==> src/rtl/ffrr_pkg.sv <==
// Shared constants and types for the fixed-length frame receiver.
// No dependencies; imported by every module of the block.
package ffrr_pkg;

    localparam int FRAME_BYTES = 16;
    localparam int BYTE_W      = 8;
    localparam int POS_W       = 4;
    localparam int FILL_W      = $clog2(FRAME_BYTES + 1);
    localparam int CFG_IDX_W   = 1;

    // configuration register indexes
    localparam logic [CFG_IDX_W-1:0] REG_HEADER = 1'b0;
    localparam logic [CFG_IDX_W-1:0] REG_FOOTER = 1'b1;

    localparam logic [BYTE_W-1:0] HEADER_RESET = 8'd170;
    localparam logic [BYTE_W-1:0] FOOTER_RESET = 8'd85;

    // control handed to every frame cell
    typedef struct packed {
        logic              shift;
        logic [BYTE_W-1:0] header;
    } t_cell_ctl;

endpackage

==> src/rtl/ffrr_cell.sv <==
// One frame cell: holds one byte of the frame line and checks the byte
// entering it against the header for resync. Depends on ffrr_pkg.
module ffrr_cell
    import ffrr_pkg::*;
(
    input  logic              i_clk,
    input  t_cell_ctl         i_ctl,
    input  logic [BYTE_W-1:0] i_byte,
    input  logic              i_hit,
    output logic [BYTE_W-1:0] o_byte,
    output logic              o_hit,
    output logic              o_first
);

    logic [BYTE_W-1:0] r_byte;
    logic              w_match;

    // compare the incoming byte: it is this cell's content after the shift
    assign w_match = (i_byte == i_ctl.header);
    assign o_hit   = i_hit | w_match;
    assign o_first = w_match & ~i_hit;
    assign o_byte  = r_byte;

    always_ff @(posedge i_clk) begin
        if (i_ctl.shift) begin
            r_byte <= i_byte;
        end
    end

endmodule

==> src/rtl/ffrr_drain_cell.sv <==
// One output cell: loaded in parallel with a good frame, then shifts one
// position toward the output per delivered byte. Depends on ffrr_pkg.
module ffrr_drain_cell
    import ffrr_pkg::*;
(
    input  logic              i_clk,
    input  logic              i_load,
    input  logic              i_shift,
    input  logic [BYTE_W-1:0] i_load_byte,
    input  logic [BYTE_W-1:0] i_byte,
    output logic [BYTE_W-1:0] o_byte
);

    logic [BYTE_W-1:0] r_byte;

    assign o_byte = r_byte;

    always_ff @(posedge i_clk) begin
        if (i_load) begin
            r_byte <= i_load_byte;
        end else if (i_shift) begin
            r_byte <= i_byte;
        end
    end

endmodule

==> src/rtl/fixed_frame_receiver_resync_core.sv <==
// Top level of the fixed-length frame receiver with header/footer resync.
// Depends on ffrr_pkg, ffrr_cell and ffrr_drain_cell.
//
//   channel | valid        | stall        | payload
//   --------+--------------+--------------+------------------------------------
//   rx      | i_rx_valid   | o_rx_stall   | i_rx_byte
//   out     | o_out_valid  | i_out_stall  | o_frame_byte, o_byte_position,
//           |              |              | o_last_of_frame
//   cfg     | i_cfg_wr_en  | -            | i_cfg_index, i_cfg_data
//
// An accepted received byte shifts into the frame cell line. A good frame
// is copied into the output cell line as its footer byte is accepted and
// drains one byte per cycle when i_out_stall is low, as the
// next frame keeps filling. rx stalls only when a byte would complete a
// frame while the previous frame is still draining.
// Reset (synchronous, active low) returns to hunting with an empty output.
module fixed_frame_receiver_resync_core
    import ffrr_pkg::*;
(
    input  logic                 i_clk,
    input  logic                 i_rst_n,
    input  logic                 i_cfg_wr_en,
    input  logic [CFG_IDX_W-1:0] i_cfg_index,
    input  logic [BYTE_W-1:0]    i_cfg_data,
    input  logic                 i_rx_valid,
    output logic                 o_rx_stall,
    input  logic [BYTE_W-1:0]    i_rx_byte,
    output logic                 o_out_valid,
    input  logic                 i_out_stall,
    output logic [BYTE_W-1:0]    o_frame_byte,
    output logic [POS_W-1:0]     o_byte_position,
    output logic                 o_last_of_frame
);

    logic [BYTE_W-1:0] r_header;
    logic [BYTE_W-1:0] r_footer;
    logic [FILL_W-1:0] r_fill;
    logic [FILL_W-1:0] n_fill;
    logic [FILL_W-1:0] r_left;
    logic [FILL_W-1:0] n_left;

    logic              w_in_acc;
    logic              w_out_acc;
    logic              w_full_next;
    logic              w_load;
    logic [FILL_W-1:0] w_resync_fill;
    logic [FILL_W-1:0] w_pos;
    t_cell_ctl         w_ctl;

    logic [BYTE_W-1:0] w_cell_byte  [FRAME_BYTES];
    logic [BYTE_W-1:0] w_cell_in    [FRAME_BYTES];
    logic              w_hit_in     [FRAME_BYTES];
    logic              w_hit_out    [FRAME_BYTES];
    logic              w_first      [FRAME_BYTES];
    logic [BYTE_W-1:0] w_drain_byte [FRAME_BYTES];
    logic [BYTE_W-1:0] w_drain_in   [FRAME_BYTES];

    assign w_full_next = (r_fill == FILL_W'(FRAME_BYTES - 1));
    assign o_rx_stall  = (r_left != '0) && w_full_next;
    assign w_in_acc    = i_rx_valid && !o_rx_stall;
    assign o_out_valid = (r_left != '0);
    assign w_out_acc   = o_out_valid && !i_out_stall;
    assign w_load      = w_in_acc && (r_fill != '0) && w_full_next
                         && (i_rx_byte == r_footer);

    assign w_ctl.shift  = w_in_acc;
    assign w_ctl.header = r_header;

    // frame line: newest byte enters at the top, frame position i sits in
    // cell i once the frame is complete
    genvar gi;
    generate
        for (gi = 0; gi < FRAME_BYTES; gi++) begin : g_cell
            if (gi == FRAME_BYTES - 1) begin : g_top
                assign w_cell_in[gi]  = i_rx_byte;
                assign w_drain_in[gi] = '0;
            end else begin : g_mid
                assign w_cell_in[gi]  = w_cell_byte[gi+1];
                assign w_drain_in[gi] = w_drain_byte[gi+1];
            end

            // cell 0 never takes part in the resync search
            if (gi == 0) begin : g_hit0
                assign w_hit_in[gi] = 1'b1;
            end else if (gi == 1) begin : g_hit1
                assign w_hit_in[gi] = 1'b0;
            end else begin : g_hitn
                assign w_hit_in[gi] = w_hit_out[gi-1];
            end

            ffrr_cell u_cell (
                .i_clk   (i_clk),
                .i_ctl   (w_ctl),
                .i_byte  (w_cell_in[gi]),
                .i_hit   (w_hit_in[gi]),
                .o_byte  (w_cell_byte[gi]),
                .o_hit   (w_hit_out[gi]),
                .o_first (w_first[gi])
            );

            ffrr_drain_cell u_drain (
                .i_clk       (i_clk),
                .i_load      (w_load),
                .i_shift     (w_out_acc),
                .i_load_byte (w_cell_in[gi]),
                .i_byte      (w_drain_in[gi]),
                .o_byte      (w_drain_byte[gi])
            );
        end
    endgenerate

    // keep the tail starting at the first header match
    always_comb begin
        w_resync_fill = '0;
        for (int i = 1; i < FRAME_BYTES; i++) begin
            if (w_first[i]) begin
                w_resync_fill = w_resync_fill | FILL_W'(FRAME_BYTES - i);
            end
        end
    end

    always_comb begin
        n_fill = r_fill;
        if (w_in_acc) begin
            if (r_fill == '0) begin
                n_fill = (i_rx_byte == r_header) ? FILL_W'(1) : '0;
            end else if (w_full_next) begin
                n_fill = (i_rx_byte == r_footer) ? '0 : w_resync_fill;
            end else begin
                n_fill = r_fill + FILL_W'(1);
            end
        end
    end

    always_comb begin
        n_left = r_left;
        if (w_load) begin
            n_left = FILL_W'(FRAME_BYTES);
        end else if (w_out_acc) begin
            n_left = r_left - FILL_W'(1);
        end
    end

    always_ff @(posedge i_clk) begin
        if (!i_rst_n) begin
            r_header <= HEADER_RESET;
            r_footer <= FOOTER_RESET;
            r_fill   <= '0;
            r_left   <= '0;
        end else begin
            r_fill <= n_fill;
            r_left <= n_left;
            if (i_cfg_wr_en) begin
                case (i_cfg_index)
                    REG_HEADER: r_header <= i_cfg_data;
                    REG_FOOTER: r_footer <= i_cfg_data;
                    default: ;
                endcase
            end
        end
    end

    assign w_pos           = FILL_W'(FRAME_BYTES) - r_left;
    assign o_frame_byte    = w_drain_byte[0];
    assign o_byte_position = POS_W'(w_pos);
    assign o_last_of_frame = (r_left == FILL_W'(1));

endmodule

==> config.mk <==
export PLATFORM = sky130hd
export DESIGN_NAME = fixed_frame_receiver_resync_core
export DESIGN_NICKNAME = d
export VERILOG_FILES = /design/src/rtl/ffrr_pkg.sv /design/src/rtl/ffrr_cell.sv /design/src/rtl/ffrr_drain_cell.sv /design/src/rtl/fixed_frame_receiver_resync_core.sv
export SDC_FILE = /design/constraint.sdc
export NUM_CORES = 1
export LEC_CHECK = 0
export BUFFER_PORTS_ARGS = -buffer_cell sky130_fd_sc_hd__buf_2
export CORE_MARGIN = 1
export CORE_UTILIZATION = 60
export CTS_CLUSTER_SIZE = 12
export DETAILED_ROUTE_END_ITERATION = 10
export GPL_TIMING_DRIVEN = 0
export PLACE_DENSITY_LB_ADDON = 0.08
export SLEW_MARGIN = 10
export SYNTH_ARGS = -nofsm -noshare
export SYNTH_HDL_FRONTEND = slang
export SYNTH_SLANG_ARGS = --single-unit
export TNS_END_PERCENT = 30
==> constraint.sdc <==
create_clock -name i_clk -period 5.04 [get_ports i_clk]
set_input_delay 0.756 -clock i_clk [delete_from_list [all_inputs] [get_ports i_clk]]
set_output_delay 0.756 -clock i_clk [all_outputs]
set_load 0.005 [all_outputs]
# Word-level counts from Yosys, hierarchy flattened
# Cells that the tools add are included.
# totals
rom_bits	0
in_bits	22
out_inout_bits	15
ramBits	0
wordCells	168
n_memories	0
latchBits	0
regBits	274
# classes
bitwise	43
n_addsub	3
n_eq_ne	18
magnitude_cmp	0
mux	53
shift	0
div	0
n_reduce_logical	15
multipliers	0
# ops
operator	n
$mux 8	32
$eq 8x8->1	16
$mux 4	9
$mux 5	4
$not 1->1	16
$and 1x1->1	14
$or 1x1->1	13
$mux 3	4
$reduce_bool 5->1	2
$logic_and 1x1->1	6
$add 5x1->5 const B	1
$eq 5x1->1 const B	1
$eq 5x4->1 const B	1
$logic_not 5->1	1
$sub 5x1->5 const B	1
$mux 2	2
$reduce_and 2->1	2
$sub 1x4->4 const A	1
$logic_not 1->1	2
$mux 1	2
$reduce_bool 2->1	1
$reduce_or 2->1	1

# Depth between registers and ports, before layout
# logic_depth
depth_word	20
ltp_mapped	10
ltp_nobuf	9

# Hierarchy
# A second synthesis with hierarchy kept.
# unflattened
hier_cells	773
area_unflattened_um2	12623.4
# modules_own_cells
module	cells_each	instances	seq_area_each_um2	area_each_um2
ffrr_drain_cell	18	16	240.2	377.9
ffrr_cell	20	15	240.2	340.3
fixed_frame_receiver_resync_core	185	1	520.5	1472.7

# Least setup slack after synthesis
# No wires, ideal clock.
# synth_timing
path_kind	register -> register
startpoint	register r_left[0]
endpoint	register r_fill[3]
period_less_slack_ps	4259
path_stages_with_launch	9
arrival_time_ps	4143
path_buffers	0
required_time_ps	4923
path_slack_ps	781
setup_time_ps	117
path_cell_list	dfxtp_1 inv_1 ha_1 nor4b_4 o21ai_1 inv_1 o21ai_0 a31o_2 o211a_1
# synth_rtl
item	line_no	text
from (decl)	fixed_frame_receiver_resync_core.sv:39	logic [FILL_W-1:0] r_left;
from (signal assigned)	fixed_frame_receiver_resync_core.sv:152	r_left <= n_left;
to (signal assigned)	fixed_frame_receiver_resync_core.sv:151	r_fill <= n_fill;
to (decl)	fixed_frame_receiver_resync_core.sv:37	logic [FILL_W-1:0] r_fill;

# Final worst setup path
# layout_timing
startpoint	register r_left[0]
endpoint	register g_cell[6].u_drain.r_byte[3], enable pin
# layout_between
elab_chain_len	8
word_cells_on_any_way	9
cone_classes	9 x reduce/logical
# layout_lines
item	line_no	text
$reduce_bool 5->1 *	fixed_frame_receiver_resync_core.sv:59, fixed_frame_receiver_resync_core.sv:61	
$logic_and 1x1->1	fixed_frame_receiver_resync_core.sv:59	assign o_rx_stall = (r_left != '0) && w_full_next;
$logic_not 1->1	fixed_frame_receiver_resync_core.sv:60	assign w_in_acc = i_rx_valid && !o_rx_stall;
$logic_and 1x1->1	fixed_frame_receiver_resync_core.sv:60	
$logic_and 1x1->1 (2 in series)	fixed_frame_receiver_resync_core.sv:63	assign w_load = w_in_acc && (r_fill != '0) && w_full_next
$logic_and 1x1->1	fixed_frame_receiver_resync_core.sv:64	&& (i_rx_byte == r_footer);
$reduce_bool 2->1 (no line) *	-	
to (signal assigned)	ffrr_drain_cell.sv:20	r_byte <= i_load_byte;
to (signal assigned)	ffrr_drain_cell.sv:22	r_byte <= i_byte;
to (decl)	ffrr_drain_cell.sv:14	logic [BYTE_W-1:0] r_byte;
# Every way passes the cells marked *; elsewhere a longest branch is shown, timed or not.
# A chain may end at the register's enable or synchronous reset.

==> flow_summary.json <==
{
  "slew_violations": 0,
  "post_cts_buffers": 0,
  "drcViolationCount": 0,
  "clock_skew_ns": 0.00741,
  "fin_crit_ns": 3.76,
  "worstSetupEndpointType": "flop",
  "critical_path_arrival_ns": 3.96,
  "n_antenna_cell": 0,
  "synth.most_common_cell": "edfxtp_1",
  "dp_cells": 1048,
  "grt_overflow": 0,
  "fin_util_pct": 69.3,
  "period_share_pct": 74.6,
  "crit_path_top_delay_cell": "or2_4",
  "io_buffers": 36,
  "gp_congestion": 0.877,
  "final_area_um2": 13100,
  "layout-drive-gt1-share_pct": 17.9,
  "cp_common_cell": "buf_16",
  "yosysUniqueCellTypes": 46,
  "io_pins": 37,
  "pre_cts_ws_ns": 1.22,
  "cts_tree": "built",
  "path_class": "reg -> reg",
  "numClockSinks": 274,
  "syn_avg_cell_area_um2": 15.7,
  "cap_violations": 0,
  "path_clk_slew_ns": 0.06,
  "nNetsFinal": 844,
  "r2r_slack_ns": 1.28,
  "worst_pin_slew_ns": 0.752,
  "yosys_warnings": 0,
  "routed_wl_um": 22700,
  "rows": 50,
  "ir_drop_mv": 0.336,
  "ys_seq_elements": 274,
  "synth_ff_type": "edfxtp_1",
  "grt_pass1_wl_um": 35400,
  "status": "finished clean",
  "dpl.hpwl_um": 15200,
  "cp_num_buf_inv": 5,
  "first_global_vias": 6514,
  "wl_met3_um": 860,
  "path_cells": "inv_1 -> ha_1 -> nor4b_4 -> o21ai_1 -> or2_1 -> nor3_4 -> buf_4 -> buf_2 -> or2_4 -> buf_16 -> buf_16",
  "die_y_um": 142,
  "insertion_delay_ns": 0.53,
  "numCtsBuffers": 28,
  "cts_buffer_depth": 3,
  "cts-root-buf": "clkbuf_16",
  "synth_largest_area_cell": "edfxtp_1",
  "worst_hold_slack_ns": 0.468,
  "async_reset_ff_share_pct": 0,
  "grt_usage_pct": 23.6,
  "ctsResizeCount": 0,
  "htree_num_levels": 1,
  "die_w_um": 142,
  "via_per_inst": 5.74,
  "post_dp_cell_area_um2": 12300,
  "wl_met1_um": 8690,
  "synth_area_um2": 11700,
  "synth.yosys.seq_area_share_pct": 67.8,
  "critPathRequiredTime_ns": 5.24,
  "initial_utilization_pct": 62.0,
  "drtAntennaViolNets": 0,
  "slowest_delay_ns": 0.38,
  "crit_family": "simple AND/OR/NAND/NOR gates",
  "fin_ws_ns": 1.28,
  "highest_layer": "met4",
  "fillers": 1309,
  "slew_headroom_pct": 49.2,
  "fmax_mhz": 266,
  "num_vias": 6270,
  "core_um2": 19000,
  "dieArea_um2": 20100,
  "setup_viol": 0,
  "first_iter_violations": 433,
  "worstPathMaxFanout": 56,
  "area_growth_pct": 11.8,
  "synth_nets": 775,
  "antenna_found_initial": 0,
  "route.detailed.wl_per_inst_um": 20.7,
  "final_cells": 1093,
  "synth.area.top_cells": "edfxtp_1 (63%), mux2_1 (7.7%), xnor2_1 (5.6%), dfxtp_1 (4.4%), xor2_1 (4.4%)",
  "drt_pass1_iterations": 5,
  "synth_edf_count": 248,
  "min_path_type": "in -> reg",
  "rsz0062_at_grt": "false",
  "power_density_nw_per_um2": 460,
  "hold_buffers": 0,
  "synthCells": 749,
  "finalHoldViolations": 0,
  "wl_met2_um": 12300,
  "synth_top_area_share_pct": 63.4,
  "power.leakage_uw": 0.00452,
  "critPathLaunchType": "flop",
  "synthTopCellsByCount": "edfxtp_1 (248), mux2_1 (80), xnor2_1 (75)",
  "grt_max_degree": 85
}
## cells in the final DEF (no fill, tap or decap), drive strengths merged, types with 6 or more instances in the layout
cell    instances
a21oi          11
nand4          20
mux2          120
clkinv          8
inv             7
dfxtp          26
edfxtp        248
clkbuf         41
nor2           20
xnor2          75
nor4           15
o21ai           6
nand3          10
nand2          51
and2            9
buf            71
xor2           59
## kinds of logic after synthesis
logic type	share of synthesized area (%)
AND/OR/NAND/NOR	6.31
AO/OA/AOI/OAI	1.76
multiplexers	11.5
flip-flops	67.8
XOR/XNOR	9.99
adder cells (fa/ha/maj)	0.426
buffers and inverters	2.17
## tightest hold or removal path, delay by kind of cell
family,cells,cell delay (ns)
simple gates,2,0.12
buf+inv,1,0.09
## worst paths after layout
check | startpoint | end | cells after the start
setup / recovery | r_left[0] | g_cell[6].u_drain.o_byte[3] | 11
hold / removal | i_cfg_data[7] | r_header[7] | 3
setup reg to reg | r_left[0] | g_cell[6].u_drain.o_byte[3] | 11
hold reg to reg | r_fill[4] | r_fill[4] | 2
## area by class of cell
class / count / area, um^2 / area share, %
Tap cell: 260 / 325 / 2.48
Clock buffer: 37 / 756 / 5.76
Inverter: 7 / 31.3 / 0.238
Sequential cell: 274 / 7970 / 60.7
Multi-Input combinational cell: 432 / 3520 / 26.8
Buffer: 36 / 229 / 1.74
Timing Repair Buffer: 39 / 263 / 2.00
Clock inverter: 8 / 32.5 / 0.248
## power breakdown
group	internal [uW]	total (uW)	leakage, uW	switching (uW)
clock network	1040	1810	0.000384	779
logic	408	953	0.00155	545
registers	3110	3270	0.00259	157
## flip-flops by register name, summed over array words and instances (netlist names)
register and flops:
g_cell.u_drain.o_byte 128, g_cell.u_cell.o_byte 120, r_fill 5, r_footer 8, r_left 5, r_header 8
## metal layers
metal | up-vias | track usage (%)
li1 | 2898 | -
met1 | 3158 | 27.4
met2 | 162 | 44.0
met3 | 52 | 3.41
met4 | 0 | 9.34
met5 | - | 0
## stage by stage
| step | power (uW) | TNS, ns |
|---|---|---|
| global route | 6290 | 0 |
| CTS | 6090 | 0 |
| finish | 6040 | 0 |
| global placement | 4210 | -43.27 |
| floorplan | 3910 | 0 |
| detailed placement | 4280 | 0 |
Note: power is estimated with default switching activity, not from simulation.
